**src/design/rfcd_pkg.sv**
```systemverilog
// shared types and constants of the ring fill and countdown frame generator
`default_nettype none

package rfcd_pkg;

  // configuration port
  localparam int CFG_IDX_W  = 3;
  localparam int CFG_DATA_W = 24;

  localparam logic [CFG_IDX_W-1:0] REG_FILL_MODE      = 3'd0;
  localparam logic [CFG_IDX_W-1:0] REG_FILL_COLOR     = 3'd1;
  localparam logic [CFG_IDX_W-1:0] REG_RING_SELECT    = 3'd2;
  localparam logic [CFG_IDX_W-1:0] REG_COUNTDOWN_MS   = 3'd3;
  localparam logic [CFG_IDX_W-1:0] REG_RING_ROTATIONS = 3'd4;
  localparam logic [CFG_IDX_W-1:0] REG_RING_REVERSED  = 3'd5;

  // per-ring lit count (ring holds up to 32 leds) and active count (up to 96)
  localparam int LIT_W = 6;
  localparam int ACT_W = 7;

  // frame descriptor queue
  localparam int QDEPTH = 2;

  // arithmetic constants
  localparam logic [8:0]  FLASH_MS        = 9'd250;
  localparam logic [8:0]  FLASH_PERIOD_MS = 9'd500;
  localparam logic [16:0] Q16_ONE         = 17'd65536;
  localparam logic [23:0] LIT_ROUND       = 24'd32768;
  localparam logic [24:0] RAMP_SCALE      = 25'd510;
  localparam logic [7:0]  LEVEL_FULL      = 8'd255;
  localparam logic [5:0]  DIV_STEPS_FRAC  = 6'd16;

  typedef struct packed {
    logic        fill_mode;
    logic [23:0] fill_color;
    logic [2:0]  ring_select;
    logic [23:0] countdown_ms;
    logic [14:0] ring_rotations;
    logic [2:0]  ring_reversed;
  } cfg_t;

  typedef struct packed {
    logic [2:0]            mask;
    logic                  all_on;
    logic [7:0]            red;
    logic [7:0]            green;
    logic [7:0]            blue;
    logic [2:0][LIT_W-1:0] lit;
  } desc_t;

  typedef struct packed {
    logic        start;
    logic [23:0] rem_init;
    logic [31:0] num;
    logic [23:0] divisor;
    logic [5:0]  steps;
  } div_req_t;

  typedef struct packed {
    logic        done;
    logic [31:0] quo;
  } div_rsp_t;

endpackage

`default_nettype wire

```
**src/design/ring_fill_countdown_frame.sv**
```systemverilog
// top level of the ring fill and countdown frame generator
//
// usage:
// - the request channel (in_valid_i / in_stall_o) takes one beat per frame:
//   elapsed_ms_i and progress_level_i (q16, values above 1.0 clamp)
// - the led channel (out_valid_o / out_stall_i) gives one beat per chain
//   position, TOTAL_LEDS beats per frame in order, last_led_o on the final one
// - the config port writes one register per cycle with cfg_we_i high; write
//   it only while no frame is in flight
// - throughput: one frame per TOTAL_LEDS led beats (48 by default), set by the
//   led channel moving one beat per cycle while the queue is not empty and
//   out_stall_i is low; the front end runs the one-bit-per-cycle divider
//   while counting down and up to six modulo folds for the flash phase once
//   the time is up, and runs ahead behind a two-deep queue
// - reset clears the request buffer, the queue and the output stage, and
//   loads the register defaults (progress mode, white, all rings, 10 s)
// - a stalled led beat holds; the front keeps working and the request
//   buffer keeps taking a beat until the queue fills
`default_nettype none

module ring_fill_countdown_frame #(
  parameter int OUTER_LEDS  = 24,
  parameter int MIDDLE_LEDS = 16,
  parameter int INNER_LEDS  = 8,
  parameter int TOTAL_LEDS  = 48
) (
  input  logic                                 clk_i,
  input  logic                                 rst_ni,
  input  logic                                 cfg_we_i,
  input  logic [rfcd_pkg::CFG_IDX_W-1:0]       cfg_index_i,
  input  logic [rfcd_pkg::CFG_DATA_W-1:0]      cfg_wdata_i,
  input  logic                                 in_valid_i,
  output logic                                 in_stall_o,
  input  logic [31:0]                          elapsed_ms_i,
  input  logic [16:0]                          progress_level_i,
  output logic                                 out_valid_o,
  input  logic                                 out_stall_i,
  output logic [5:0]                           led_index_o,
  output logic [7:0]                           red_o,
  output logic [7:0]                           green_o,
  output logic [7:0]                           blue_o,
  output logic                                 last_led_o
);
  import rfcd_pkg::*;

  cfg_t     cfg_q;
  div_req_t div_req;
  div_rsp_t div_rsp;
  desc_t    push_desc, head_desc;
  logic     q_push, q_full, q_pop, q_empty;

  // register file, out-of-range indexes are dropped
  always_ff @(posedge clk_i or negedge rst_ni) begin
    if (!rst_ni) begin
      cfg_q.fill_mode      <= 1'b0;
      cfg_q.fill_color     <= 24'hFFFFFF;
      cfg_q.ring_select    <= 3'd7;
      cfg_q.countdown_ms   <= 24'd10000;
      cfg_q.ring_rotations <= '0;
      cfg_q.ring_reversed  <= '0;
    end else if (cfg_we_i) begin
      unique case (cfg_index_i)
        REG_FILL_MODE:      cfg_q.fill_mode      <= cfg_wdata_i[0];
        REG_FILL_COLOR:     cfg_q.fill_color     <= cfg_wdata_i[23:0];
        REG_RING_SELECT:    cfg_q.ring_select    <= cfg_wdata_i[2:0];
        REG_COUNTDOWN_MS:   cfg_q.countdown_ms   <= cfg_wdata_i[23:0];
        REG_RING_ROTATIONS: cfg_q.ring_rotations <= cfg_wdata_i[14:0];
        REG_RING_REVERSED:  cfg_q.ring_reversed  <= cfg_wdata_i[2:0];
        default: begin
        end
      endcase
    end
  end

  // front: classify the request, run the divider, split the lit count
  rfcd_front #(
    .OUTER_LEDS (OUTER_LEDS),
    .MIDDLE_LEDS(MIDDLE_LEDS),
    .INNER_LEDS (INNER_LEDS)
  ) u_front (
    .clk_i           (clk_i),
    .rst_ni          (rst_ni),
    .in_valid_i      (in_valid_i),
    .in_stall_o      (in_stall_o),
    .elapsed_ms_i    (elapsed_ms_i),
    .progress_level_i(progress_level_i),
    .cfg_i           (cfg_q),
    .div_req_o       (div_req),
    .div_rsp_i       (div_rsp),
    .q_full_i        (q_full),
    .q_push_o        (q_push),
    .q_desc_o        (push_desc)
  );

  // divider for the countdown fraction
  rfcd_div u_div (
    .clk_i (clk_i),
    .rst_ni(rst_ni),
    .req_i (div_req),
    .rsp_o (div_rsp)
  );

  // frame descriptors waiting for the led walker
  rfcd_fifo u_fifo (
    .clk_i  (clk_i),
    .rst_ni (rst_ni),
    .push_i (q_push),
    .desc_i (push_desc),
    .full_o (q_full),
    .pop_i  (q_pop),
    .empty_o(q_empty),
    .head_o (head_desc)
  );

  // back: one led per beat, descriptor popped with the last led
  rfcd_back #(
    .OUTER_LEDS (OUTER_LEDS),
    .MIDDLE_LEDS(MIDDLE_LEDS),
    .INNER_LEDS (INNER_LEDS),
    .TOTAL_LEDS (TOTAL_LEDS)
  ) u_back (
    .clk_i      (clk_i),
    .rst_ni     (rst_ni),
    .cfg_i      (cfg_q),
    .head_i     (head_desc),
    .empty_i    (q_empty),
    .pop_o      (q_pop),
    .out_valid_o(out_valid_o),
    .out_stall_i(out_stall_i),
    .led_index_o(led_index_o),
    .red_o      (red_o),
    .green_o    (green_o),
    .blue_o     (blue_o),
    .last_led_o (last_led_o)
  );

endmodule

`default_nettype wire

```
**src/design/rfcd_div.sv**
```systemverilog
// iterative restoring divider, one quotient bit per cycle
`default_nettype none

module rfcd_div (
  input  logic               clk_i,
  input  logic               rst_ni,
  input  rfcd_pkg::div_req_t req_i,
  output rfcd_pkg::div_rsp_t rsp_o
);
  import rfcd_pkg::*;

  logic        busy_q, busy_d;
  logic        done_q, done_d;
  logic [5:0]  cnt_q, cnt_d;
  logic [23:0] rem_q, rem_d;
  logic [31:0] num_q, num_d;
  logic [23:0] dvs_q;
  logic [31:0] quo_q, quo_d;
  logic [24:0] trial;
  logic        ge;
  logic        last_step;

  assign trial     = {rem_q, num_q[31]};
  assign ge        = trial >= {1'b0, dvs_q};
  assign last_step = busy_q && (cnt_q == 6'd1);

  always_comb begin
    busy_d = busy_q;
    cnt_d  = cnt_q;
    done_d = last_step;
    rem_d  = rem_q;
    num_d  = num_q;
    quo_d  = quo_q;
    if (req_i.start) begin
      busy_d = 1'b1;
      cnt_d  = req_i.steps;
      rem_d  = req_i.rem_init;
      num_d  = req_i.num;
      quo_d  = '0;
    end else if (busy_q) begin
      cnt_d = cnt_q - 6'd1;
      rem_d = ge ? 24'(trial - {1'b0, dvs_q}) : trial[23:0];
      num_d = {num_q[30:0], 1'b0};
      quo_d = {quo_q[30:0], ge};
      if (last_step) begin
        busy_d = 1'b0;
      end
    end
  end

  always_ff @(posedge clk_i or negedge rst_ni) begin
    if (!rst_ni) begin
      busy_q <= 1'b0;
      done_q <= 1'b0;
      cnt_q  <= '0;
    end else begin
      busy_q <= busy_d;
      done_q <= done_d;
      cnt_q  <= cnt_d;
    end
  end

  always_ff @(posedge clk_i) begin
    rem_q <= rem_d;
    num_q <= num_d;
    quo_q <= quo_d;
    if (req_i.start) begin
      dvs_q <= req_i.divisor;
    end
  end

  assign rsp_o.done = done_q;
  assign rsp_o.quo  = quo_q;

endmodule

`default_nettype wire

```
**src/design/rfcd_front.sv**
```systemverilog
// front end: request buffer, classification, fraction math and ring split
`default_nettype none

module rfcd_front #(
  parameter int OUTER_LEDS  = 24,
  parameter int MIDDLE_LEDS = 16,
  parameter int INNER_LEDS  = 8
) (
  input  logic               clk_i,
  input  logic               rst_ni,
  input  logic               in_valid_i,
  output logic               in_stall_o,
  input  logic [31:0]        elapsed_ms_i,
  input  logic [16:0]        progress_level_i,
  input  rfcd_pkg::cfg_t     cfg_i,
  output rfcd_pkg::div_req_t div_req_o,
  input  rfcd_pkg::div_rsp_t div_rsp_i,
  input  logic               q_full_i,
  output logic               q_push_o,
  output rfcd_pkg::desc_t    q_desc_o
);
  import rfcd_pkg::*;

  typedef enum logic [1:0] {
    CLS_PROG,
    CLS_COUNT,
    CLS_FLASH
  } cls_e;

  localparam logic [1:0] F_IDLE  = 2'd0;
  localparam logic [1:0] F_DIV   = 2'd1;
  localparam logic [1:0] F_CALC  = 2'd2;
  localparam logic [1:0] F_SPLIT = 2'd3;

  localparam logic [ACT_W-1:0] C0 = ACT_W'(OUTER_LEDS);
  localparam logic [ACT_W-1:0] C1 = ACT_W'(MIDDLE_LEDS);
  localparam logic [ACT_W-1:0] C2 = ACT_W'(INNER_LEDS);

  logic              buf_valid_q, buf_valid_d;
  logic [31:0]       buf_elapsed_q;
  logic [16:0]       buf_level_q;
  logic [1:0]        state_q, state_d;
  cls_e              cls_q, cls_d, cls_new;
  logic [16:0]       lvl_q;
  logic [ACT_W-1:0]  lit_q, lit_d;
  logic [7:0]        red_q, red_d, green_q, green_d, blue_q, blue_d;
  logic              all_on_q, all_on_d;
  logic              accept, take, expired;
  logic [2:0]        mask;
  logic [ACT_W-1:0]  active;
  logic [31:0]       diff;
  logic [31:0]       mod_q, mod_d;
  logic              mod_small, flash_odd;
  logic [15:0]       frac;
  logic [16:0]       frac_rem;
  logic [16:0]       ramp_op, lit_op;
  logic [24:0]       ramp_prod;
  logic [23:0]       lit_prod;
  logic [7:0]        ramp;
  logic [ACT_W-1:0]  left0, left1, left2, n0, n1, n2;

  // one-entry request buffer; the port stalls while it holds a request
  assign accept     = in_valid_i && !buf_valid_q;
  assign take       = (state_q == F_IDLE) && buf_valid_q;
  assign in_stall_o = buf_valid_q;

  always_comb begin
    buf_valid_d = buf_valid_q;
    if (take) begin
      buf_valid_d = 1'b0;
    end else if (accept) begin
      buf_valid_d = 1'b1;
    end
  end

  // active rings and their led count
  assign mask   = (cfg_i.ring_select == 3'd0) ? 3'b111 : cfg_i.ring_select;
  assign active = (mask[0] ? C0 : '0) + (mask[1] ? C1 : '0) + (mask[2] ? C2 : '0);

  // classification of the buffered request
  assign expired = buf_elapsed_q >= {8'd0, cfg_i.countdown_ms};
  assign diff    = buf_elapsed_q - {8'd0, cfg_i.countdown_ms};

  always_comb begin
    if (!cfg_i.fill_mode) begin
      cls_new = CLS_PROG;
    end else if (expired) begin
      cls_new = CLS_FLASH;
    end else begin
      cls_new = CLS_COUNT;
    end
  end

  // countdown needs elapsed*2^16/duration from the divider
  always_comb begin
    div_req_o.start    = take && (cls_new == CLS_COUNT);
    div_req_o.rem_init = buf_elapsed_q[23:0];
    div_req_o.num      = '0;
    div_req_o.divisor  = cfg_i.countdown_ms;
    div_req_o.steps    = DIV_STEPS_FRAC;
  end

  // flash parity of diff/250: fold diff modulo 500 with 512 = 12 (mod 500),
  // at most six folds, then odd half periods sit in 250..499
  assign mod_small = mod_q[31:9] == '0;
  assign flash_odd = (mod_q[8:0] >= FLASH_MS) && (mod_q[8:0] < FLASH_PERIOD_MS);

  always_comb begin
    mod_d = mod_q;
    if (take) begin
      mod_d = diff;
    end else if ((state_q == F_DIV) && (cls_q == CLS_FLASH) && !mod_small) begin
      mod_d = 32'({mod_q[31:9], 3'b000}) + 32'({mod_q[31:9], 2'b00}) + 32'(mod_q[8:0]);
    end
  end

  // fraction math
  assign frac      = div_rsp_i.quo[15:0];
  assign frac_rem  = Q16_ONE - {1'b0, frac};
  assign ramp_op   = frac[15] ? frac_rem : {1'b0, frac};
  assign ramp_prod = 25'(ramp_op) * RAMP_SCALE;
  assign ramp      = ramp_prod[23:16];
  assign lit_op    = (cls_q == CLS_PROG) ? lvl_q : frac_rem;
  assign lit_prod  = 24'(lit_op) * 24'(active) + LIT_ROUND;

  always_comb begin
    lit_d    = lit_prod[16 +: ACT_W];
    red_d    = '0;
    green_d  = '0;
    blue_d   = '0;
    all_on_d = 1'b0;
    unique case (cls_q)
      CLS_PROG: begin
        red_d   = cfg_i.fill_color[23:16];
        green_d = cfg_i.fill_color[15:8];
        blue_d  = cfg_i.fill_color[7:0];
      end
      CLS_COUNT: begin
        red_d   = frac[15] ? LEVEL_FULL : ramp;
        green_d = frac[15] ? ramp : LEVEL_FULL;
      end
      CLS_FLASH: begin
        lit_d    = '0;
        red_d    = LEVEL_FULL;
        all_on_d = !flash_odd;
      end
      default: begin
        lit_d = '0;
      end
    endcase
  end

  // share the lit count out over the active rings, outer first
  always_comb begin
    left0 = ((cls_q == CLS_COUNT) && (lit_q == '0)) ? ACT_W'(1) : lit_q;
    n0    = mask[0] ? ((left0 < C0) ? left0 : C0) : '0;
    left1 = left0 - n0;
    n1    = mask[1] ? ((left1 < C1) ? left1 : C1) : '0;
    left2 = left1 - n1;
    n2    = mask[2] ? ((left2 < C2) ? left2 : C2) : '0;
  end

  always_comb begin
    q_desc_o.mask   = mask;
    q_desc_o.all_on = all_on_q;
    q_desc_o.red    = red_q;
    q_desc_o.green  = green_q;
    q_desc_o.blue   = blue_q;
    q_desc_o.lit[0] = LIT_W'(n0);
    q_desc_o.lit[1] = LIT_W'(n1);
    q_desc_o.lit[2] = LIT_W'(n2);
  end

  assign q_push_o = (state_q == F_SPLIT) && !q_full_i;

  always_comb begin
    state_d = state_q;
    cls_d   = cls_q;
    unique case (state_q)
      F_IDLE: begin
        if (take) begin
          cls_d   = cls_new;
          state_d = (cls_new == CLS_PROG) ? F_CALC : F_DIV;
        end
      end
      F_DIV: begin
        if ((cls_q == CLS_FLASH) ? mod_small : div_rsp_i.done) begin
          state_d = F_CALC;
        end
      end
      F_CALC: begin
        state_d = F_SPLIT;
      end
      F_SPLIT: begin
        if (!q_full_i) begin
          state_d = F_IDLE;
        end
      end
      default: begin
        state_d = F_IDLE;
      end
    endcase
  end

  always_ff @(posedge clk_i or negedge rst_ni) begin
    if (!rst_ni) begin
      buf_valid_q <= 1'b0;
      state_q     <= F_IDLE;
      cls_q       <= CLS_PROG;
    end else begin
      buf_valid_q <= buf_valid_d;
      state_q     <= state_d;
      cls_q       <= cls_d;
    end
  end

  always_ff @(posedge clk_i) begin
    mod_q <= mod_d;
    if (accept) begin
      buf_elapsed_q <= elapsed_ms_i;
      buf_level_q   <= progress_level_i;
    end
    if (take) begin
      lvl_q <= (buf_level_q > Q16_ONE) ? Q16_ONE : buf_level_q;
    end
    if (state_q == F_CALC) begin
      lit_q    <= lit_d;
      red_q    <= red_d;
      green_q  <= green_d;
      blue_q   <= blue_d;
      all_on_q <= all_on_d;
    end
  end

endmodule

`default_nettype wire

```
**src/design/rfcd_fifo.sv**
```systemverilog
// short frame descriptor queue between front and back
`default_nettype none

module rfcd_fifo (
  input  logic            clk_i,
  input  logic            rst_ni,
  input  logic            push_i,
  input  rfcd_pkg::desc_t desc_i,
  output logic            full_o,
  input  logic            pop_i,
  output logic            empty_o,
  output rfcd_pkg::desc_t head_o
);
  import rfcd_pkg::*;

  localparam int QPW = $clog2(QDEPTH);

  desc_t          mem_q [QDEPTH];
  logic [QPW-1:0] wr_q, rd_q;
  logic [QPW:0]   cnt_q;

  assign full_o  = cnt_q == (QPW + 1)'(QDEPTH);
  assign empty_o = cnt_q == '0;
  assign head_o  = mem_q[rd_q];

  always_ff @(posedge clk_i or negedge rst_ni) begin
    if (!rst_ni) begin
      wr_q  <= '0;
      rd_q  <= '0;
      cnt_q <= '0;
    end else begin
      if (push_i) begin
        wr_q <= (wr_q == QPW'(QDEPTH - 1)) ? '0 : wr_q + QPW'(1);
      end
      if (pop_i) begin
        rd_q <= (rd_q == QPW'(QDEPTH - 1)) ? '0 : rd_q + QPW'(1);
      end
      if (push_i && !pop_i) begin
        cnt_q <= cnt_q + (QPW + 1)'(1);
      end else if (pop_i && !push_i) begin
        cnt_q <= cnt_q - (QPW + 1)'(1);
      end
    end
  end

  always_ff @(posedge clk_i) begin
    if (push_i) begin
      mem_q[wr_q] <= desc_i;
    end
  end

endmodule

`default_nettype wire

```
**src/design/rfcd_back.sv**
```systemverilog
// back end: walks the chain and emits one led color per beat
`default_nettype none

module rfcd_back #(
  parameter int OUTER_LEDS  = 24,
  parameter int MIDDLE_LEDS = 16,
  parameter int INNER_LEDS  = 8,
  parameter int TOTAL_LEDS  = 48
) (
  input  logic            clk_i,
  input  logic            rst_ni,
  input  rfcd_pkg::cfg_t  cfg_i,
  input  rfcd_pkg::desc_t head_i,
  input  logic            empty_i,
  output logic            pop_o,
  output logic            out_valid_o,
  input  logic            out_stall_i,
  output logic [5:0]      led_index_o,
  output logic [7:0]      red_o,
  output logic [7:0]      green_o,
  output logic [7:0]      blue_o,
  output logic            last_led_o
);
  import rfcd_pkg::*;

  localparam int KW = $clog2(TOTAL_LEDS);
  localparam int RING_CNT [3] = '{OUTER_LEDS, MIDDLE_LEDS, INNER_LEDS};
  localparam logic [7:0] RING_BASE [3] = '{8'd0, 8'(OUTER_LEDS),
                                           8'(OUTER_LEDS + MIDDLE_LEDS)};
  localparam logic [7:0] RINGS_END = 8'(OUTER_LEDS + MIDDLE_LEDS + INNER_LEDS);

  logic [KW-1:0] k_q, k_d;
  logic          out_valid_q, out_valid_d;
  logic [5:0]    idx_q;
  logic [7:0]    red_q, green_q, blue_q;
  logic          last_q;
  logic          emit, last, beyond, on;
  logic [7:0]    kx;
  logic [2:0]    in_ring, hit;

  assign kx     = 8'(k_q);
  assign last   = k_q == KW'(TOTAL_LEDS - 1);
  assign beyond = kx >= RINGS_END;
  assign emit   = !empty_i && (!out_valid_q || !out_stall_i);
  assign pop_o  = emit && last;

  // map each physical position back to its logical fill slot
  for (genvar r = 0; r < 3; r++) begin : g_ring
    localparam logic [5:0] CNT6 = 6'(RING_CNT[r]);
    localparam logic [7:0] TOP8 = RING_BASE[r] + 8'(RING_CNT[r]);

    logic [5:0] rot_tbl [32];
    logic [5:0] rotm, idx, idxp, slot;

    for (genvar g = 0; g < 32; g++) begin : g_rot
      localparam logic [5:0] ROT_MOD = 6'(g % RING_CNT[r]);
      assign rot_tbl[g] = ROT_MOD;
    end

    assign rotm = rot_tbl[cfg_i.ring_rotations[5*r +: 5]];
    assign idx  = 6'(kx - RING_BASE[r]);
    assign idxp = cfg_i.ring_reversed[r] ? 6'(CNT6 - 6'd1 - idx) : idx;
    assign slot = (idxp >= rotm) ? 6'(idxp - rotm) : 6'(idxp + CNT6 - rotm);

    assign in_ring[r] = (kx >= RING_BASE[r]) && (kx < TOP8);
    assign hit[r]     = slot < head_i.lit[r];
  end

  // flash lights the whole chain but disabled rings
  assign on = head_i.all_on ? (beyond || |(in_ring & head_i.mask))
                            : |(in_ring & head_i.mask & hit);

  always_comb begin
    k_d         = k_q;
    out_valid_d = out_valid_q;
    if (emit) begin
      k_d         = last ? '0 : k_q + KW'(1);
      out_valid_d = 1'b1;
    end else if (!out_stall_i) begin
      out_valid_d = 1'b0;
    end
  end

  always_ff @(posedge clk_i or negedge rst_ni) begin
    if (!rst_ni) begin
      k_q         <= '0;
      out_valid_q <= 1'b0;
    end else begin
      k_q         <= k_d;
      out_valid_q <= out_valid_d;
    end
  end

  always_ff @(posedge clk_i) begin
    if (emit) begin
      idx_q   <= 6'(k_q);
      red_q   <= on ? head_i.red : 8'd0;
      green_q <= on ? head_i.green : 8'd0;
      blue_q  <= on ? head_i.blue : 8'd0;
      last_q  <= last;
    end
  end

  assign out_valid_o = out_valid_q;
  assign led_index_o = idx_q;
  assign red_o       = red_q;
  assign green_o     = green_q;
  assign blue_o      = blue_q;
  assign last_led_o  = last_q;

endmodule

`default_nettype wire

```
**config.mk**
```make
export PLATFORM = sky130hd
export DESIGN_NAME = ring_fill_countdown_frame
export DESIGN_NICKNAME = d
export VERILOG_FILES = /design/src/design/rfcd_pkg.sv /design/src/design/ring_fill_countdown_frame.sv /design/src/design/rfcd_div.sv /design/src/design/rfcd_front.sv /design/src/design/rfcd_fifo.sv /design/src/design/rfcd_back.sv
export SDC_FILE = /design/constraint.sdc
export NUM_CORES = 1
export LEC_CHECK = 0
export ABC_AREA = 0
export BUFFER_PORTS_ARGS = -buffer_cell sky130_fd_sc_hd__buf_2
export CAP_MARGIN = 30
export CORE_ASPECT_RATIO = 1.1
export CORE_MARGIN = 4
export CORE_UTILIZATION = 48
export CTS_BUF_LIST = sky130_fd_sc_hd__clkbuf_16
export DETAILED_ROUTE_END_ITERATION = 8
export GPL_TIMING_DRIVEN = 1
export HOLD_SLACK_MARGIN = 0.03
export PLACE_DENSITY_LB_ADDON = 0.12
export SLEW_MARGIN = 10
export SYNTH_ARGS = -nofsm -noshare
export SYNTH_HDL_FRONTEND = slang
export SYNTH_SLANG_ARGS = --single-unit
```
**constraint.sdc**
```tcl
create_clock -name clk_i -period 7.5 [get_ports clk_i]
set_clock_uncertainty 0.15 [all_clocks]
set_input_delay 0.75 -clock clk_i [delete_from_list [all_inputs] [get_ports clk_i]]
set_output_delay 0.75 -clock clk_i [all_outputs]
set_load 0.02 [all_outputs]
```
==> impl_metrics.yaml, run 1 <==
logic_synthesis:
  synthesis.area_sq_um: 27700
  synth-seq-cells: 407
  syn_area_per_cell_sq_um: 10.8
  async_flop_share_pct: 22.4
  ys.warnings.count: 0
  synthCells: 2574
  synth_top_area_cell: "edfxtp_1"
  synth_edf_count: 300
  ys_seq_area_share_pct: 42.0
  ys_types: 92
  synth_area_leaders: "edfxtp_1 33%, ha_1 11%, fa_1 7.8%, dfrtp_1 5.3%, inv_1 4.5%"
  synth_top_flop_cell: "edfxtp_1"
  synth_top_area_share_pct: 32.5
finish:
  register_area_sq_um: 11600
  final_util_pct: 54.0
  nets: 3142
  fillers: 5066
  drive_gt1_share_pct: 13.0
  multi_input_area_sq_um: 14600
  synthToLayoutAreaGrowth_pct: 11.5
  final_cell_mix: "339 x inv_1, 300 x edfxtp_1, 253 x ha_1"
  final_cells: 3491
  final_common_cell: "inv_1"
die:
  dieArea_sq_um: 61600
  start_util_pct: 48.4
  ios: 114
  die_h_microns: 260
  rows: 92
  die_w_microns: 237
  coreArea_sq_um: 57200
run_status:
  status: "finished, final reports clean"
cts:
  htree_levels: 2
  tritoncts: "built"
  cts_root_buffer: "clkbuf_16"
  clockBufferDepth: 3
  clk_pin_slew_ps: 60
  clock_sinks: 407
  clock_latency_ps: 590
  cts-buffers-inserted: 45
  postCtsSetupBuffers: 0
worst_setup_path:
  crit_fanout: 7
  crit_buf_inv: 4
  required_ps: 7660
  crit_type: "reg -> reg"
  cp.arrival_ps: 7210
  critPathCaptureType: "flip-flop"
  cp_cell_sequence: "nor3_1, nand3b_1, or3_1, or3_1, or3_1, or3_1, and2_1, xor2_2, inv_1, fa_1, fa_1, inv_1, fa_1, inv_1, fa_1, inv_1, ha_1, nand3_1, nor3_2, nor3_2, o21a_1, nor3_1, o22ai_1"
  slowest_delay_ps: 590
  cp-start-kind: "flip-flop"
  slowest_stage: "fa_1"
  cpLargestDelayFamily: "simple AND/OR/NAND/NOR gates"
pwr:
  vdd_ir_drop_max_mv: 0.439
  cellPowerDensity_nw_per_um2: 440
  intPower_w: 0.00772
  sequentialPowerShare_pct: 28.0
  p_clk_share_pct: 16.1
  netSwitchingFraction_pct: 43.2
  p_sw_w: 0.00587
  combPwrFrac_pct: 55.9
  p_leak_nw: 13.3
detailed_routing:
  drtIter0Drc: 1045
  routed_wl_microns: 65700
  drc: 0
  firstDrtPassIters: 5
  avgViaCountPerCell: 5.43
  avgRoutedWirePerCell_microns: 18.8
  detail-route-antenna-nets: 0
  vias: 18900
global_route:
  grt_pass1_wl_microns: 106000
  antenna_found_initial: 2
  grt_pass1_vias: 19600
  grt_max_degree: 68
  grt_usage_pct: 21.5
  grt_overflow: 0
sta:
  slew_headroom_pct: 39.9
  setup_tns_ps: 0
  tightest_slew_ps: 889
  setup_slack_ps: 452
  post-route-period-util_pct: 94.0
  fmax_mhz: 142
  setup_viol: 0
  hold_slack_ps: 179
  layout_min_cycle_time_ps: 7050
  timing_hold_violations_final: 0
  slew_viol_final: 0
job:
  maxCapViolations: 0
place:
  globalplace.congestion: 0.855
  post-place-ws_ps: 170
  port_buffers: 113
  hpwl_microns: 51400
  post-place-cells: 3402
hold_path:
  hold_path_class: "in -> reg"
## sequential cells by signal, summed over array words and instances (netlist names), 7 cells and up
register,cells
u_front.green_q,8
u_front.buf_level_q,17
u_front.buf_elapsed_q,32
u_front.blue_q,8
u_div.dvs_q,24
u_back.blue_o,8
u_front.lit_q,7
u_front.mod_q,31
u_back.red_o,8
u_fifo.mem_q,92
u_front.lvl_q,17
u_div.quo_q,16
u_div.rem_q,24
cfg_q,67
u_back.green_o,8
u_front.red_q,8
## metrics by stage
stage,power [W],area [sq um]
final,0.0136,30900
after global routing,0.0149,30900
after CTS,0.0137,30800
after detailed placement,0.0114,29300
after global placement,0.0112,29200
after floorplan,0.00948,27700
## power by group through the flow
stage | Sequential (W) | Clock [W] | Combinational [W]
floorplan | 0.00374 | 0 | 0.00574
global placement | 0.00384 | 0 | 0.00734
detailed placement | 0.00385 | 0 | 0.00759
CTS | 0.00381 | 0.00225 | 0.00763
global route | 0.00387 | 0.00234 | 0.00864
finish | 0.00380 | 0.00219 | 0.00760
## cells by family (layout without fill, tap and decap cells)
kind of cell	after synthesis	in the layout	share of synthesized area [%]
AND/OR/NAND/NOR	617	617	11.2
AO/OA/AOI/OAI	445	445	10.5
buffers and inverters	415	564	5.65
flip-flops	407	407	42.0
adder cells (fa/ha/maj)	361	361	19.2
XOR/XNOR	173	173	5.47
multiplexers	154	154	5.87
other	2	18	0.0271
## metal layers
layer	track usage, %	share of wire (%)
met2	36.3	48
met3	3.02	4.1
met1	28.5	45
met5	0	0.030
met4	7.33	3.6
## timing repair
item / in CTS / in global routing
hold buffers: 1 / 0
resized for setup: 0 / 5
endpoints found under the hold margin: 13 / 0
endpoints found under the setup margin: 0 / 9
## cells in the mapped netlist (all sizes together) (18+ instances only)
cell type  instances
nor2b             42
dfstp             32
inv              331
o21a              30
xor2              52
nand3             30
o21ai            100
a21o              32
nor3              69
nand2b            32
nor2             174
xnor2            121
fa               108
ha               253
and2              27
edfxtp           300
mux2i             86
a211oi            18
mux2              68
clkbuf            75
nand2            129
a31oi             25
a21oi            119
dfrtp             59
## layout make-up
cell class              count  area share (%)
diodes                      2          0.0162
clock buffers              48            3.89
clock inverters            36           0.851
inverters                 332            4.04
multi-input cells        1766            47.4
flip-flops and latches    407            37.7
well taps                 752            3.05
repair buffers            148            3.04
## path summary, 6_finish.rpt
check,from,to,slack (ps),cells after the start
max,u_div.quo_q[2],u_front.red_q[6],450,23
min,elapsed_ms_i[4],u_front.buf_elapsed_q[4],180,1
max reg2reg,u_div.quo_q[2],u_front.red_q[6],450,23
min reg2reg,u_front.blue_q[4],u_fifo.mem_q[1][22],300,0
max in group asynchronous,rst_ni,cfg_q[64],5800,4
min in group asynchronous,rst_ni,u_back.k_q[0],460,2
Power figures use the tool's default switching activity.
==> run 2, diff against run 1 <==
- PLACE_DENSITY: unset -> 0.67
- PLACE_DENSITY_LB_ADDON: 0.12 -> unset
- SKIP_CTS_REPAIR_TIMING: unset -> 1
- SKIP_LAST_GASP: unset -> 1
==> run 2 against run 1 <==
Compared with the run above:
- combinational power decreased by 1%
- sequential power about the same
- non-clock buffer count decreased by 1
- sequential share of layout area decreased by 0.14 points
- cell count unchanged
- register-to-register slack improved by 20 ps
- first-iteration DRC count increased by 1.4%
- via count increased by 0.97%
- largest cell class unchanged
- largest power group unchanged
==> impl_metrics.yaml, run 2 (synthesized netlist as in run 1, its figures left out) <==
worst_setup_path:
  cp_cell_sequence: "nor3_1, nand3b_1, or3_1, or3_1, or3_1, or3_1, and2_1, xor2_2, inv_1, fa_1, fa_1, inv_1, fa_1, inv_1, fa_1, inv_1, ha_1, nand3_1, nor3_2, nor3_2, o21a_1, nor3_1, nor3_1"
  critPathCaptureType: "flip-flop"
  cp.arrival_ps: 7190
  reg2reg_to: "u_front.green_q[6]"
  crit_type: "reg -> reg"
  cp-start-kind: "flip-flop"
  slowest_stage: "fa_1"
  critPathLaunch: "u_div.quo_q[2]"
  r2r_setup_slack_ps: 470
  cpLargestDelayFamily: "simple AND/OR/NAND/NOR gates"
  required_ps: 7660
  crit_buf_inv: 4
  crit_fanout: 7
  r2r_start: "u_div.quo_q[2]"
  slowest_delay_ps: 580
  ff2ff_path_depth: 23
detailed_routing:
  routed_wl_microns: 64600
  detail-route-antenna-nets: 0
  drc: 0
  firstDrtPassIters: 5
  avgViaCountPerCell: 5.48
  avgRoutedWirePerCell_microns: 18.5
  drtIter0Drc: 1060
  vias: 19100
global_route:
  grt_max_degree: 71
  grt_util_met2_pct: 35.6
  grt_pass1_wl_microns: 103000
  grt_usage_pct: 20.8
  top_usage_layer: "met2"
  antenna_found_initial: 3
  use_met3_pct: 2.95
  grt_use_met1_pct: 27.3
  grt_pass1_vias: 19300
  grt_overflow: 0
cts:
  tritoncts: "built"
  clockBufferDepth: 3
  clk_pin_slew_ps: 70
  cts-buffers-inserted: 46
  htree_levels: 2
  clock_latency_ps: 580
  clock_sinks: 407
  cts_root_buffer: "clkbuf_16"
finish:
  synthToLayoutAreaGrowth_pct: 11.9
  reg.largest.list: "u_fifo.mem_q x92, cfg_q x67, u_front.buf_elapsed_q x32"
  nets: 3142
  final_cell_mix: "337 x inv_1, 300 x edfxtp_1, 253 x ha_1"
  final_cells: 3491
  regMostFlops: "u_fifo.mem_q"
  drive_gt1_share_pct: 13.2
  final_common_cell: "inv_1"
  fillers: 4962
  largest_register_ffs: 92
sta:
  layout_min_cycle_time_ps: 7030
  setup_tns_ps: 0
  setup_slack_ps: 471
  timing_hold_violations_final: 0
  post-route-period-util_pct: 93.7
  tightest_slew_ps: 902
  setup_viol: 0
  slew_headroom_pct: 38.3
  fmax_mhz: 142
  hold_slack_ps: 198
  slew_viol_final: 0
  rsz0062_at_grt: "false"
pwr:
  cellPowerDensity_nw_per_um2: 443
  p_leak_nw: 13.4
  vdd_ir_drop_max_mv: 0.227
hold_path:
  worstHoldStart: "elapsed_ms_i[4]"
  hold_path_class: "in -> reg"
  hold_end: "u_front.buf_elapsed_q[4]"
  hold_depth: 1
die:
  coreArea_sq_um: 57200
  dieArea_sq_um: 61600
  die_h_microns: 260
  rows: 92
  start_util_pct: 48.4
  ios: 114
  die_w_microns: 237
place:
  hpwl_microns: 50400
  globalplace.congestion: 0.899
  post-place-ws_ps: 216
  port_buffers: 113
  post-place-cells: 3402
run_status:
  status: "finished, final reports clean"
job:
  maxCapViolations: 0
## run 2: area by class of cell
cell class                 instances  area, sq um  share of cell area (%)
antenna                            1         2.50                 0.00808
clock buffer                      50         1250                    4.04
clock inverter                    36          365                    1.18
inverter                         332         1250                    4.02
multi-input combinational       1766        14600                    47.2
sequential                       407        11600                    37.6
tap                              752          941                    3.04
timing repair buffer             147          898                    2.90
## run 2: worst max path at each step
| stage | depth (start not counted) | endpoint | slack [ps] |
|---|---|---|---|
| 2_1_floorplan | 23 | u_front.red_q[7] | 380 |
| 3_3_place_gp | 23 | u_front.red_q[7] | 380 |
| 3_5_place_dp | 23 | u_front.red_q[6] | 220 |
| 4_1_cts | 23 | u_front.red_q[6] | 210 |
| 5_1_grt | 24 | u_front.green_q[6] | 20 |
| 6_report | 23 | u_front.green_q[6] | 470 |
## run 2: metal layers
| metal | wire (microns) | share of wire [%] | up-vias |
|---|---|---|---|
| met5 | 23 | 0.036 | - |
| met4 | 2190 | 3.4 | 4 |
| met3 | 3200 | 5.0 | 117 |
| met2 | 31200 | 48 | 453 |
| met1 | 28000 | 43 | 9296 |
| li1 | - | - | 9260 |
## run 2: power by group
group / leakage (nW) / total, W / switching, W / internal (W)
combinational: 8.56 / 0.00752 / 0.00441 / 0.00312
clock: 0.800 / 0.00237 / 0.000955 / 0.00142
sequential: 3.99 / 0.00383 / 0.000477 / 0.00335
total: 13.4 / 0.0137 / 0.00584 / 0.00789
## run 2: metrics by stage
stage	power (W)	area [sq um]	util [%]
after global routing	0.0150	31000	54.2
after global placement	0.0111	29200	51.0
after detailed placement	0.0114	29300	51.2
after floorplan	0.00948	27700	-
after CTS	0.0138	30900	54.0
final	0.0137	31000	54.2
==> run 3, diff against run 2 <==
- SYNTH_HIERARCHICAL: unset -> 1
==> run 3 against run 2 <==
Compared with the run above:
- clock-buffer cell count increased by 4
- area after synthesis increased by 8.6%
- critical path depth increased by 2
- combinational power decreased by 9.6%
- sequential share of layout area increased by 0.80 points
- cell count increased by 3.6%
- critical endpoint is now u_front/red_q[6]
==> impl_metrics.yaml, run 3 <==
worst_setup_path:
  crit_buf_inv: 3
  slowest_stage: "fa_1"
  crit_type: "reg -> reg"
  cp.arrival_ps: 7520
  slowest_delay_ps: 540
  cpLargestDelayFamily: "adder cells"
  cp-start-kind: "flip-flop"
  crit_fanout: 4
  required_ps: 7700
  critPathCaptureType: "flip-flop"
place:
  port_buffers: 113
  hpwl_microns: 48500
  globalplace.congestion: 0.894
die:
  die_h_microns: 271
  ios: 114
  start_util_pct: 48.9
  rows: 95
  dieArea_sq_um: 66700
  coreArea_sq_um: 61600
  die_w_microns: 247
hold_path:
  hold_path_class: "in -> reg"
sta:
  fmax_mhz: 137
  slew_viol_final: 0
  timing_hold_violations_final: 0
  post-route-period-util_pct: 97.7
  tightest_slew_ps: 1010
  layout_min_cycle_time_ps: 7330
  slew_headroom_pct: 32.8
  setup_viol: 0
detailed_routing:
  top_layer_used: "met4"
  route.met3.wl_microns: 2580
  routed_wl_microns: 64400
  detail-route-antenna-nets: 0
  wl_met1_microns: 29100
  avgRoutedWirePerCell_microns: 17.8
  firstDrtPassIters: 5
  drtIter0Drc: 1140
  wl_met2_microns: 31000
  drc: 0
  vias: 19300
  avgViaCountPerCell: 5.34
finish:
  largest_register_ffs: 92
  synthToLayoutAreaGrowth_pct: 9.20
  fillers: 5425
  final_cell_mix: "357 x inv_1, 332 x edfxtp_1, 256 x ha_1"
  drive_gt1_share_pct: 17.9
  final_util_pct: 53.3
  antenna_cells: 0
  register_area_sq_um: 12600
  nets: 3207
  multi_input_area_sq_um: 15400
  final_common_cell: "inv_1"
  regMostFlops: "u_fifo/mem_q"
  reg.largest.list: "u_fifo/mem_q x92, cfg_q x67"
logic_synthesis:
  synthesis.area_sq_um: 30100
  ys.warnings.count: 6
  synthCells: 2672
  syn_area_per_cell_sq_um: 11.3
cts:
  cts_root_buffer: "clkbuf_16"
  cts-buffers-inserted: 50
  clock_latency_ps: 600
  htree_levels: 2
  clockBufferDepth: 3
  clock_sinks: 439
  clk_pin_slew_ps: 60
  tritoncts: "built"
global_route:
  grt_pass1_wl_microns: 103000
  grt_usage_pct: 19.1
  grt_pass1_vias: 19700
  antenna_found_initial: 1
  grt_max_degree: 127
  grt_overflow: 0
pwr:
  finalPower_w: 0.0132
  vdd_ir_drop_max_mv: 0.279
  cellPowerDensity_nw_per_um2: 403
  p_leak_nw: 14.3
run_status:
  status: "finished, final reports clean"
job:
  maxCapViolations: 0
==> run 3: cell type report <==
| type | instances | area share (%) |
|---|---|---|
| Clock inverter | 39 | 0.964 |
| Clock buffer | 54 | 4.11 |
| Multi-Input combinational cell | 1770 | 46.8 |
| Sequential cell | 439 | 38.4 |
| Tap cell | 824 | 3.14 |
| Inverter | 344 | 3.93 |
| Timing Repair Buffer | 147 | 2.71 |
==> run 3: worst register-to-register path, delay by kind of cell, from the launching register on <==
family          cells  cell delay, ps
simple gates        8            2430
compound gates      7            1340
buf+inv             3             200
flops               1             340
fa+ha+maj           6            2510
xor+xnor            1             100
==> run 3: final timing paths <==
path                                       from                      end  slack [ps]  cells past startpoint
max                              u_div/quo_q[1]         u_front/red_q[6]         170                     25
min                        progress_level_i[14]  u_front/buf_level_q[14]         180                      1
max reg2reg                      u_div/quo_q[1]         u_front/red_q[6]         170                     25
min reg2reg                  u_front/green_q[5]      u_fifo/mem_q[0][31]         300                      0
max in group asynchronous                rst_ni                cfg_q[40]        5530                      3
min in group asynchronous                rst_ni       u_back/out_valid_o         500                      2
==> run 3: per-layer routing <==
layer  vias up  track usage (%)
met2       411             32.1
met1      9508             26.1
met4         0             5.42
met5         -                0
met3       114             2.62
li1       9298                -
==> run 3: where the power goes <==
| part | internal, W | total, W | switching [W] | leakage, nW |
|---|---|---|---|---|
| clock network | 0.00147 | 0.00246 | 0.000996 | 0.866 |
| registers | 0.00355 | 0.00396 | 0.000411 | 4.25 |
| logic | 0.00286 | 0.00680 | 0.00394 | 9.21 |
| total | 0.00787 | 0.0132 | 0.00535 | 14.3 |
==> run 3: per-stage QoR <==
stage               instances  setup WS, ps  area (sq um)  hold WS, ps  TNS [ps]
floorplan                2720          70.6         30300          271         0
global placement         3515          72.3         30900          276         0
detailed placement       3517          -129         31000          280      -129
CTS                      3610          -132         32700        -68.7      -132
global route             3617         -30.2         32800          146     -30.2
finish                   3617           174         32800          180         0
